File: src/rtl/core/fct_pkg.sv
package fct_pkg;

  localparam int NUM_PLANES_DEF = 6;
  localparam int FRAC_BITS_DEF  = 16;
  localparam int COEFS          = 4;
  localparam int CORNER_W       = 3;
  localparam logic [CORNER_W-1:0] LAST_CORNER = 3'd7;

  typedef enum logic [1:0] {
    CMD_WRITE  = 2'd0,
    CMD_POINT  = 2'd1,
    CMD_SPHERE = 2'd2,
    CMD_BOX    = 2'd3
  } cmd_t;

  typedef enum logic [1:0] {
    ST_IDLE,
    ST_ISSUE,
    ST_DRAIN
  } state_t;

  typedef struct packed {
    logic [1:0]         command;
    logic [2:0]         plane_index;
    logic [1:0]         coeff_index;
    logic signed [31:0] coeff_value;
    logic signed [31:0] pos_x;
    logic signed [31:0] pos_y;
    logic signed [31:0] pos_z;
    logic [30:0]        radius;
    logic [30:0]        half_x;
    logic [30:0]        half_y;
    logic [30:0]        half_z;
  } in_t;

  typedef struct packed {
    logic       inside_res;
    logic [1:0] test_kind;
  } out_t;

  typedef struct packed {
    logic                start;
    logic                issue;
    logic [CORNER_W-1:0] corner;
    logic                load_out;
  } ctl_t;

  typedef struct packed {
    logic busy;
  } sts_t;

endpackage

File: src/rtl/core/fct_ctrl.sv
module fct_ctrl (
  input  logic          clk,
  input  logic          rst_n,
  input  logic          in_valid,
  input  logic [1:0]    in_cmd,
  output logic          in_ready,
  output logic          out_valid,
  input  logic          out_ready,
  input  fct_pkg::sts_t sts,
  output fct_pkg::ctl_t ctl
);

  fct_pkg::state_t                  state_r, state_nxt;
  logic [fct_pkg::CORNER_W-1:0]     cnt_r, cnt_nxt;
  logic                             box_r, box_nxt;
  logic                             out_valid_r, out_valid_nxt;
  logic                             fire;

  always_ff @(posedge clk) begin
    if (!rst_n) begin
      state_r     <= fct_pkg::ST_IDLE;
      cnt_r       <= '0;
      box_r       <= 1'b0;
      out_valid_r <= 1'b0;
    end else begin
      state_r     <= state_nxt;
      cnt_r       <= cnt_nxt;
      box_r       <= box_nxt;
      out_valid_r <= out_valid_nxt;
    end
  end

  always_comb begin
    state_nxt    = state_r;
    cnt_nxt      = cnt_r;
    box_nxt      = box_r;
    in_ready     = 1'b0;
    ctl          = '0;
    ctl.corner   = cnt_r;
    fire         = 1'b0;
    case (state_r)
      fct_pkg::ST_IDLE: begin
        in_ready = 1'b1;
        fire     = in_valid;
        if (fire && (in_cmd != fct_pkg::CMD_WRITE)) begin
          ctl.start = 1'b1;
          cnt_nxt   = '0;
          box_nxt   = (in_cmd == fct_pkg::CMD_BOX);
          state_nxt = fct_pkg::ST_ISSUE;
        end
      end
      fct_pkg::ST_ISSUE: begin
        ctl.issue = 1'b1;
        if (!box_r || (cnt_r == fct_pkg::LAST_CORNER)) begin
          state_nxt = fct_pkg::ST_DRAIN;
        end else begin
          cnt_nxt = cnt_r + 1'b1;
        end
      end
      fct_pkg::ST_DRAIN: begin
        if (!sts.busy && (!out_valid_r || out_ready)) begin
          ctl.load_out = 1'b1;
          state_nxt    = fct_pkg::ST_IDLE;
        end
      end
      default: begin
        state_nxt = fct_pkg::ST_IDLE;
      end
    endcase
    if (ctl.load_out) begin
      out_valid_nxt = 1'b1;
    end else if (out_ready) begin
      out_valid_nxt = 1'b0;
    end else begin
      out_valid_nxt = out_valid_r;
    end
  end

  assign out_valid = out_valid_r;

endmodule

File: config.mk
export PLATFORM = sky130hd
export DESIGN_NAME = fct_ctrl
export DESIGN_NICKNAME = d
export VERILOG_FILES = /design/src/rtl/core/fct_pkg.sv /design/src/rtl/core/fct_ctrl.sv
export SDC_FILE = /design/constraint.sdc
export NUM_CORES = 1
export LEC_CHECK = 0
export BUFFER_PORTS_ARGS = -buffer_cell sky130_fd_sc_hd__buf_2
export CAP_MARGIN = 40
export CORE_AREA = 4 4 41 43
export CTS_BUF_LIST = sky130_fd_sc_hd__clkbuf_8 sky130_fd_sc_hd__clkbuf_16
export CTS_CLUSTER_SIZE = 10
export DETAILED_ROUTE_END_ITERATION = 12
export DIE_AREA = 0 0 45 47
export GPL_ROUTABILITY_DRIVEN = 1
export SYNTH_ARGS = -nofsm -noshare
export SYNTH_HDL_FRONTEND = slang
export SYNTH_SLANG_ARGS = --single-unit
File: constraint.sdc
create_clock -name clk -period 3.85 [get_ports clk]
set_input_delay 0.385 -clock clk [delete_from_list [all_inputs] [get_ports clk]]
set_output_delay 0.385 -clock clk [all_outputs]
set_load 0.01 [all_outputs]
* After elaboration in Yosys (flattened, before gate mapping)
Index checks and enable logic that the tools add are counted.
** Operators by class
- Bitwise logic cells :: 0
- Mux-type cells :: 15
- Shift-type cells :: 0
- Reduce and logical (&&, ||, !) cells :: 14
- Equality and inequality tests :: 8
- Divide/modulo/power cells :: 0
- Magnitude comparators :: 0
- $mul :: 0
- Add/sub/neg operators :: 1
** Operators with widths (count)
- 1-bit 2-to-1 mux :: 8
- 2-bit inequality test (second input constant) :: 4
- 2-bit 2-to-1 mux :: 3
- 3-bit 2-to-1 mux :: 2
- 2-bit one-hot mux with 3 select lines :: 1
- 3-bit one-hot mux with 2 select lines :: 1
- 3-bit AND reduction :: 2
- 2-bit nonzero test :: 3
- 2-bit equality test (second input constant) :: 2
- 3-bit by 1-bit adder with 3-bit output (second input constant) :: 1
- 3-bit equality test (second input constant) :: 1
- 1-bit logical NOT :: 3
- 2-bit by 1-bit equality test with 1-bit output (second input constant) :: 1
- 1-bit logical AND :: 2
- 2-bit logical NOT :: 1
- 1-bit logical OR :: 2
- 2-bit AND reduction :: 1
** Word-level totals
- Bits in registers :: 7
- Bits of input ports :: 7
- Memories :: 0
- Latch bits :: 0
- Bits in read-only memories :: 0
- Output and inout bits :: 8
- Word-level logic and storage cells :: 42
- RAM bits :: 0

* Logic depth before layout (Yosys ltp)
Gate-level depths: netlist (run 1).
- Depth after elaboration :: 6
- Mapped depth :: 6
- Mapped depth without buffers :: 5

* Worst setup path before layout (run 1)
No wires, ideal clock.
- Path type :: register to register
- From :: register cnt_r[0] (netlist name)
- To :: register cnt_r[0] (netlist name)
- Required time :: 3.766 ns
- Setup slack :: 2.513 ns
- Arrival :: 1.252 ns
- Buffers on the path :: 1
- Stages on the path, launching flop included :: 7
- Period minus slack after synthesis :: 1.337 ns
- Library setup time :: 0.084 ns
- Path through :: dfxtp_1 ha_1 ha_1 and4bb_1 buf_6 nand3b_1 o31ai_2
** Between the ends
- Cells in the longest elaborated chain, start to end :: 4
- Elaborated cells between the ends (all ways) :: 7
- Those cells by class :: add/sub: 1; eq/ne: 2; mux: 2; reduce/logical: 2
** Ends and longest elaborated chain
- start, declared :: line fct_ctrl.sv:14 : logic [fct_pkg::CORNER_W-1:0] cnt_r, cnt_nxt;
- start signal, assigned :: line fct_ctrl.sv:27 : cnt_r <= cnt_nxt;
- branches (longest 4 deep; another with 3-bit by 1-bit adder with 3-bit output)
Several ways; the timed one is not identified. The select of a mux whose other input is x is not followed.
A chain may end at the register's enable or synchronous reset.

==> results of run 1 <==
synthesized netlist by cell type:
library cell  n  share of area [%]
nor3_1        1                1.3
nor2_1        2                2.0
o21bai_1      1                2.0
dfxtp_1       7                 38
o31ai_2       3                 10
buf_6         1                3.0
mux2i_1       1                2.7
nand2_1       4                4.0
and4bb_1      1                3.4
nand2b_1      1                1.7
o21a_1        2                4.0
a21boi_1      1                2.0
nand3_1       3                4.0
o21ai_0       1                1.3
ha_1          2                6.7
inv_1         1                1.0
nor2b_1       2                3.4
o211a_4       1                4.7
clkbuf_1      1                1.0
buf_4         1                2.0
nand3b_1      1                2.0
state kept, by name, summed over array words and instances (netlist names):
register   count
cnt_r          3
state_r        2
box_r          1
out_valid      1
power breakdown:
part	switching (W)	leakage, nW	internal, W
sequential	0.00000153	0.0568	0.0000749
clock	0.0000333	0.0269	0.0000690
combinational	0.0000105	0.150	0.00000939
layout make-up:
type                    count  area, µm²
clock inverters             1       3.75
flip-flops and latches      7        140
inverters                   1       3.75
multi-input cells          27        206
clock buffers               3       41.3
fillers                   146        817
repair buffers             14       70.1
well taps                  15       18.8
cells by family after synthesis:
kind of cell / count (synthesis)
compound gates: 9
buf+inv: 4
mux: 1
simple gates: 15
flops: 7
fa+ha+maj: 2
final timing paths:
kind,slack (ps),cells past startpoint,end
worst max-delay path,2360,3,ctl[5]
worst min-delay path,440,3,box_r$_SDFFE_PN0P_
worst max register to register,2390,5,cnt_r[2]$_SDFFE_PN0P_
worst min register to register,470,2,box_r$_SDFFE_PN0P_
routing by layer:
metal	part of all wire [%]	routed length, µm	vias to the layer above
li1	-	-	165
met1	44	317	144
met2	42	303	12
met3	12	84	3
met4	2.8	20	0
met5	0	0	-
worst max-delay path, delay by kind of cell (launching register included):
kind / cells / cell delay, ps
DFF: 1 / 330
AOI/OAI and AO/OA: 1 / 230
and+or+nand+nor: 1 / 170
buffers and inverters: 1 / 140
metrics by stage:
stage	hold slack [ps]	setup slack [ps]	total power (W)	cells
after CTS	439	2350	0.000203	68
after floorplan	443	2510	0.0000899	38
after global routing	455	2270	0.000209	68
after global placement	471	2420	0.0000979	64
final	440	2360	0.000199	68
after detailed placement	466	2420	0.0000979	64
==> metrics.csv, run 1 <==
stage,metric,value,unit
status,status,completed,
synthesis,mapped cell area,373,µm²
timing,Final Max Tran Viols,0,
synthesis,Mapped Avg Cell Area,9.81,µm²
worst_hold_path,Hold Path Class,input port to flip-flop,
setup_path,CP Data Required Time,3460,ps
clocking,"Hold-fix buffers, CTS",0,
synthesis,Post-Synthesis Cells,38,
run,Max-cap violations,0,
final_layout,nets,63,
setup_path,"critical path fanouts, max",6,
placed_design,"Cell Area, Placed",439,µm²
detailed_routing,DR DRC count,0,
die,num ports,15,
setup_path,endpoint type of the worst setup path,primary output,
placed_design,Port Buffers,14,
die,FP Rows,13,
timing,Final setup viols,0,
pwr,ratio of total power to cell area,410,mW/mm²
final_layout,Area Growth Syn to Fin,29.9,%
global_route,met2 global-route usage,12.4,%
synthesis,XOR/XNOR share of the synthesized area,0,%
detailed_routing,first-iteration detailed-routing DRC count,2,
synthesis,compound-cell area share of the yosys netlist,24.2,%
setup_path,Setup crit start kind,flip-flop,
final_layout,most frequent cells in the layout,"14 x buf_2, 7 x dfxtp_1, 4 x nand2_1",
timing,RSZ-0062 raised after global routing,false,
die,Die H,47,µm
timing,relative slew slack,79.5,%
global_route,first-pass GRT wire length,1190,µm
clocking,clk sink count,7,
pwr,VDD IR-drop max,0.185,mV
global_route,routing usage on met3,5.75,%
global_route,grt ovf,0,
final_layout,"Core Util, Final",37.2,%
detailed_routing,Detailed Route WL,724,µm
timing,skew final,1.33,ps
global_route,largest net degree at the start of global routing,12,
setup_path,r2r startpoint,cnt_r[0]$_SDFFE_PN0P_,
die,die area,0.00212,mm²
placed_design,dpl hpwl,527,µm
timing,Worst Max-Slew Pin Slew,308,ps
clocking,post-CTS sizing,0,
timing,"Hold Vio Cnt, Final",0,
global_route,"Most Used Layer, Global Route",met2,
final_layout,cell area after layout,484,µm²
timing,Fmax,672,MHz
pwr,Pleak,0.234,nW
final_layout,"commonest non-fill, non-tap cell in the layout",buf_2,
detailed_routing,drt first pass iters,2,
clocking,CTS H-tree depth,1,
global_route,initial antenna violation count,0,
synthesis,synthesized-area fraction occupied by adder cells,6.71,%
placed_design,Placer Congestion,0.653,
final_layout,fraction of layout cells with a size suffix above 1,39.6,%
die,Initial Utilization,28.7,%
setup_path,CP max stage delay,330,ps
synthesis,main combinational cell family by area after synthesis,compound AO/OA/AOI/OAI gates,
clocking,CTS root buf,clkbuf_8,
global_route,Total GRT Usage,8.64,%
global_route,grt met1 use,8.74,%
clocking,post-CTS setup buffer count,0,
clocking,Clock Tree Buf Depth,2,
synthesis,register bit total from synthesis,7,
setup_path,slowest CP cell,dfxtp_1,
die,Die Wd,45,µm
clocking,CTS tree,built,
synthesis,Netlist cell types,21,
global_route,vias in the first global route,278,
synthesis,Synth Area in Simple Gates,21.8,%
timing,part of the cycle the worst path needs,38.6,%
detailed_routing,Via density,4.76,
synthesis,Syn. warnings,0,
synthesis,share of the yosys chip area belonging to registers,37.6,%
synthesis,Post-Syn Nets,47,
timing,final worst path period need,1490,ps
synthesis,mux cell area share after synthesis,2.68,%
setup_path,crit path kind,flip-flop to primary output,
worst_hold_path,Worst Min Path Start,in_cmd[1],
clocking,Worst-path clk slew,40,ps
setup_path,crit path cell chain,nor2_1 > o211a_4 > buf_2,
setup_path,Worst Path Arrival,1100,ps
detailed_routing,via count,324,
setup_path,CP startpoint,state_r[1]$_SDFFE_PN0P_,
timing,Setup TNS,0,ps
final_layout,Ant. Diodes,0,
die,Core Area,0.00130,mm²
clocking,CTS buffer count,3,
detailed_routing,Detail Route Antenna Nets,0,
detailed_routing,Avg WL per Cell,10.6,µm
clocking,clk_lat worst skew,230,ps
Power figures use the tool's default switching activity.
==> inputs of run 2 (changes only) <==
- clock period: 3.85 -> 1.2 ns (I/O delays scaled with it)
==> run 2 against run 1 <==
- the run now ends with setup timing left
- combinational power grew to 3.7 times the previous value
- final cell count grew 7.4%
- core utilization grew 6.3 points
- largest cell class unchanged
- die area is the same
- critical endpoint is now cnt_r[0]$_SDFFE_PN0P_
- worst hold slack lost 250 ps
- power grew to 3.2 times the previous value
- sequential share of layout area shrank 3.7 points
==> metrics.csv, run 2 (synthesis results as in run 1) <==
stage,metric,value,unit
status,status,"complete, but fails checks",
status,violated checks,setup timing,
detailed_routing,Via density,4.74,
final_layout,"commonest non-fill, non-tap cell in the layout",buf_2,
timing,"Hold Vio Cnt, Final",0,
die,Initial Utilization,28.7,%
final_layout,Biggest register,cnt_r,
setup_path,CP max stage delay,330,ps
run,Max-cap violations,0,
setup_path,R2R setup slack,-80,ps
global_route,first-pass GRT wire length,1400,µm
pwr,Comb power frac,11.5,%
timing,Fmax,781,MHz
placed_design,Placed Instances,68,
global_route,Total GRT Usage,9.73,%
detailed_routing,Avg WL per Cell,10.6,µm
detailed_routing,Post-Route M1 WL,367,µm
final_layout,Ant. Diodes,0,
detailed_routing,via count,346,
final_layout,most frequent cells in the layout,"14 x buf_2, 5 x dfxtp_1, 4 x nand2_1, 4 x buf_4",
setup_path,Worst Path Arrival,1420,ps
pwr,Cell Int Power,0.000496,W
detailed_routing,Highest Signal Layer,met4,
setup_path,crit path cell chain,ha_4 > ha_4 > and4bb_1 > buf_6 > nand3b_1 > o31ai_2,
clocking,clk sink count,7,
placed_design,Placer Congestion,0.635,
die,Die Wd,45,µm
clocking,CTS H-tree depth,1,
timing,RSZ-0062 raised after global routing,true,
placed_design,dpl ws,-66.2,ps
setup_path,Setup crit start kind,flip-flop,
detailed_routing,Detailed Route WL,771,µm
clocking,Clock Tree Buf Depth,2,
pwr,Pleak,0.259,nW
global_route,vias in the first global route,336,
die,Die H,47,µm
setup_path,r2r worst-path depth,6,
die,die area,0.00212,mm²
clocking,CTS tree,built,
final_layout,nets,68,
final_layout,fillcell total,134,
clocking,CTS buffer count,3,
final_layout,Area Growth Syn to Fin,51.7,%
global_route,initial antenna violation count,0,
final_layout,top flop regs,"cnt_r (3), state_r (2)",
clocking,"Hold-fix buffers, CTS",0,
final_layout,Largest register FFs,3,
placed_design,dpl hpwl,601,µm
final_layout,"Core Util, Final",43.5,%
setup_path,CP Data Required Time,1340,ps
timing,Setup TNS,-197,ps
placed_design,Port Buffers,14,
timing,relative slew slack,84.5,%
global_route,grt ovf,0,
timing,skew final,1.82,ps
pwr,ratio of total power to cell area,1120,mW/mm²
die,num ports,15,
final_layout,non-filler instance count after layout,73,
global_route,largest net degree at the start of global routing,12,
pwr,VDD IR-drop max,0.692,mV
clocking,Worst-path clk slew,40,ps
timing,Final setup viols,4,
setup_path,most frequent CP cell,ha_4,
detailed_routing,WL met3,69,µm
detailed_routing,drt first pass iters,4,
worst_hold_path,hold depth,3,
final_layout,fraction of layout cells with a size suffix above 1,56.9,%
timing,worst hold slack,190,ps
detailed_routing,met2 wire len,317,µm
die,FP Rows,13,
worst_hold_path,Hold Path Class,input port to flip-flop,
detailed_routing,DR DRC count,0,
setup_path,slowest CP cell,dfxtp_2,
detailed_routing,first-iteration detailed-routing DRC count,2,
setup_path,CP startpoint,cnt_r[1]$_SDFFE_PN0P_,
timing,part of the cycle the worst path needs,107,%
timing,Final WS setup,-80.2,ps
setup_path,r2r startpoint,cnt_r[1]$_SDFFE_PN0P_,
detailed_routing,Detail Route Antenna Nets,0,
clocking,CTS root buf,clkbuf_8,
pwr,sequential power share,38.7,%
clocking,clk_lat worst skew,220,ps
die,Core Area,0.00130,mm²
worst_hold_path,Worst Min Path Start,in_cmd[1],
pwr,sw frac,21.9,%
timing,Final Max Tran Viols,0,
pwr,Psw,0.000139,W
setup_path,endpoint type of the worst setup path,flip-flop,
pwr,part of the power in the clock network,49.7,%
timing,final worst path period need,1280,ps
timing,Worst Max-Slew Pin Slew,232,ps
setup_path,crit path kind,flip-flop to flip-flop,
setup_path,"critical path fanouts, max",7,
## run 2: cell type report
type                            instances  area, µm²  area share, %
Clock inverter                          1       3.75          0.664
Clock buffer                            3       41.3           7.30
Tap cell                               15       18.8           3.32
Sequential cell                         7        143           25.2
Timing Repair Buffer                   19        111           19.7
Inverter                                1       3.75          0.664
Multi-Input combinational cell         27        244           43.1
## run 2: through the flow
step,power (W),cell area (µm²)
floorplan,0.000289,400
global placement,0.000315,497
detailed placement,0.000317,497
CTS,0.000647,561
global route,0.000674,566
finish,0.000635,566
## run 2: repair_timing
item | in CTS | in global routing
resized for setup | 3 | 1
endpoints found under the setup margin | 5 | 5
pin swaps | 1 | 2
setup buffers | 1 | 0
## run 2: routing by layer
layer / vias to the layer above / GRT usage [%]
li1: 174 / -
met1: 159 / 11.4
met2: 11 / 14.7
met3: 2 / 3.45
met4: 0 / 7.02
met5: - / 0
## run 2: worst paths after layout
kind | end
max | cnt_r[0]$_SDFFE_PN0P_
min | box_r$_SDFFE_PN0P_
max reg2reg | cnt_r[0]$_SDFFE_PN0P_
min reg2reg | box_r$_SDFFE_PN0P_
## run 2: power by group through the flow
stage | Sequential, W | Clock (W) | Combinational [W]
2_1_floorplan | 0.000248 | 0 | 0.0000403
3_3_place_gp | 0.000249 | 0 | 0.0000663
3_5_place_dp | 0.000249 | 0 | 0.0000675
4_1_cts | 0.000246 | 0.000327 | 0.0000739
5_1_grt | 0.000246 | 0.000346 | 0.0000816
6_report | 0.000246 | 0.000316 | 0.0000731
## run 2: worst max-delay path: cells and delay by family (launching register included)
family                     cells  cell delay [ps]
DFF                            1              330
buffers and inverters          1              140
and+or+nand+nor                2              360
AOI/OAI and AO/OA              1               70
adders and majority gates      2              300
==> inputs of run 3 (changes only) <==
- CAP_MARGIN: 40 -> 20
- CORE_AREA: 4 4 41 43 -> 2 2 39 41
- DIE_AREA: 0 0 45 47 -> 0 0 41 43
==> run 3 against run 2 <==
- the run still ends with setup timing left
- largest cell class unchanged
- clock power barely moved
- clock-buffer cell count unchanged
- sequential power barely moved
- sequential share of layout area up 0.40 points
- largest power group unchanged
- worst setup slack gained 10 ps
- clock skew decreased by 0.56 ps
==> metrics.csv, run 3 (synthesis results as in run 1) <==
stage,metric,value,unit
setup_path,crit path cell chain,ha_4 > ha_4 > and4bb_1 > buf_6 > nand3b_1 > o31ai_2,
run,Max-cap violations,0,
status,status,"complete, but fails checks",
final_layout,Largest register FFs,3,
global_route,Total GRT Usage,11.3,%
setup_path,endpoint type of the worst setup path,flip-flop,
setup_path,slowest CP cell,dfxtp_2,
timing,Final setup viols,3,
placed_design,Port Buffers,14,
setup_path,Worst Path Arrival,1410,ps
detailed_routing,Detail Route Antenna Nets,0,
global_route,first-pass GRT wire length,1250,µm
global_route,largest net degree at the start of global routing,12,
timing,Fmax,787,MHz
setup_path,CP max stage delay,330,ps
clocking,Clock Tree Buf Depth,2,
timing,RSZ-0062 raised after global routing,true,
detailed_routing,DR DRC count,0,
timing,final worst path period need,1270,ps
die,num ports,15,
detailed_routing,via count,336,
setup_path,"critical path fanouts, max",7,
clocking,clk_lat worst skew,220,ps
die,Die H,43,µm
final_layout,non-filler instance count after layout,74,
setup_path,most frequent CP cell,ha_4,
clocking,Worst-path clk slew,40,ps
clocking,CTS root buf,clkbuf_8,
clocking,CTS tree,built,
clocking,CTS H-tree depth,1,
die,die area,0.00176,mm²
final_layout,Ant. Diodes,0,
final_layout,"Core Util, Final",40.2,%
final_layout,"commonest non-fill, non-tap cell in the layout",buf_2,
final_layout,nets,68,
worst_hold_path,Hold Path Class,input port to flip-flop,
detailed_routing,Avg WL per Cell,10.1,µm
detailed_routing,Detailed Route WL,744,µm
final_layout,top flop regs,"cnt_r (3), state_r (2)",
detailed_routing,Via density,4.54,
placed_design,dpl hpwl,549,µm
timing,relative slew slack,87.1,%
pwr,VDD IR-drop max,0.410,mV
clocking,CTS buffer count,3,
die,FP Rows,14,
global_route,vias in the first global route,305,
global_route,initial antenna violation count,0,
timing,"Hold Vio Cnt, Final",0,
timing,worst hold slack,175,ps
placed_design,"Cell Area, Placed",490,µm²
final_layout,Area Growth Syn to Fin,49.3,%
pwr,ratio of total power to cell area,1140,mW/mm²
setup_path,Setup crit start kind,flip-flop,
pwr,Pleak,0.257,nW
timing,Final Max Tran Viols,0,
final_layout,Biggest register,cnt_r,
die,Initial Utilization,26.9,%
setup_path,CP Data Required Time,1340,ps
timing,Worst Max-Slew Pin Slew,193,ps
detailed_routing,first-iteration detailed-routing DRC count,2,
placed_design,Placer Congestion,0.726,
timing,Setup TNS,-197,ps
die,Core Area,0.00138,mm²
timing,part of the cycle the worst path needs,106,%
global_route,grt ovf,0,
die,Die Wd,41,µm
final_layout,fraction of layout cells with a size suffix above 1,53.4,%
status,violated checks,setup timing,
timing,Final WS setup,-70.0,ps
placed_design,Placed Instances,68,
detailed_routing,drt first pass iters,2,
clocking,clk sink count,7,
setup_path,crit path kind,flip-flop to flip-flop,
timing,skew final,1.26,ps
final_layout,most frequent cells in the layout,"14 x buf_2, 5 x dfxtp_1, 4 x nand2_1, 4 x buf_4",
final_layout,cell area after layout,557,µm²
-- run 3: cell counts in the layout (fill, tap and decap cells not counted) --
No cell type changed its count.
-- run 3: path summary, 6_finish.rpt --
path / depth (start not counted) / start / endpoint / slack [ps]
worst max-delay path: 6 / cnt_r[1]$_SDFFE_PN0P_ / cnt_r[0]$_SDFFE_PN0P_ / -70
worst min-delay path: 3 / in_cmd[1] / box_r$_SDFFE_PN0P_ / 180
worst max register to register: 6 / cnt_r[1]$_SDFFE_PN0P_ / cnt_r[0]$_SDFFE_PN0P_ / -70
worst min register to register: 2 / box_r$_SDFFE_PN0P_ / box_r$_SDFFE_PN0P_ / 480
-- run 3: power breakdown --
part           switching, W  total [W]  leakage [nW]  internal, W
combinational     0.0000366  0.0000718         0.172    0.0000352
clock             0.0000963   0.000317        0.0269     0.000221
sequential       0.00000540   0.000246        0.0578     0.000240
-- run 3: critical path, delay by kind of cell, from the launching register on --
family                     cells  cell delay [ps]
DFF                            1              330
buffers and inverters          1              130
and+or+nand+nor                2              350
AOI/OAI and AO/OA              1               70
adders and majority gates      2              310
-- run 3: what timing repair did --
action | CTS | global route
gates resized for setup | 2 | 0
hold buffers | 0 | 0
pin swaps | 1 | 1
setup buffers | 1 | 1
setup endpoints to repair | 5 | 4
-- run 3: layer usage --
metal	part of all wire [%]	vias up	routed length (µm)	track usage, %
met1	42	154	313	11.9
met5	0	-	0	0
met4	1.9	0	14	12.0
li1	-	173	-	-
met3	3.6	2	27	3.14
met2	52	7	389	15.9
-- run 3: through the flow --
stage,worst slack [ps],total power [W]
global route,-169,0.000670
floorplan,-44.4,0.000289
detailed placement,-70.3,0.000315
finish,-70.0,0.000635
global placement,-77.9,0.000315
CTS,-75.1,0.000648
-- run 3: area by class of cell --
cell class                 count  area [µm²]
inverter                       1        3.75
timing repair buffer          19         111
clock inverter                 1        3.75
multi-input combinational     27         234
fill                         142         827
tap                           16        20.0
sequential                     7         143
clock buffer                   3        41.3
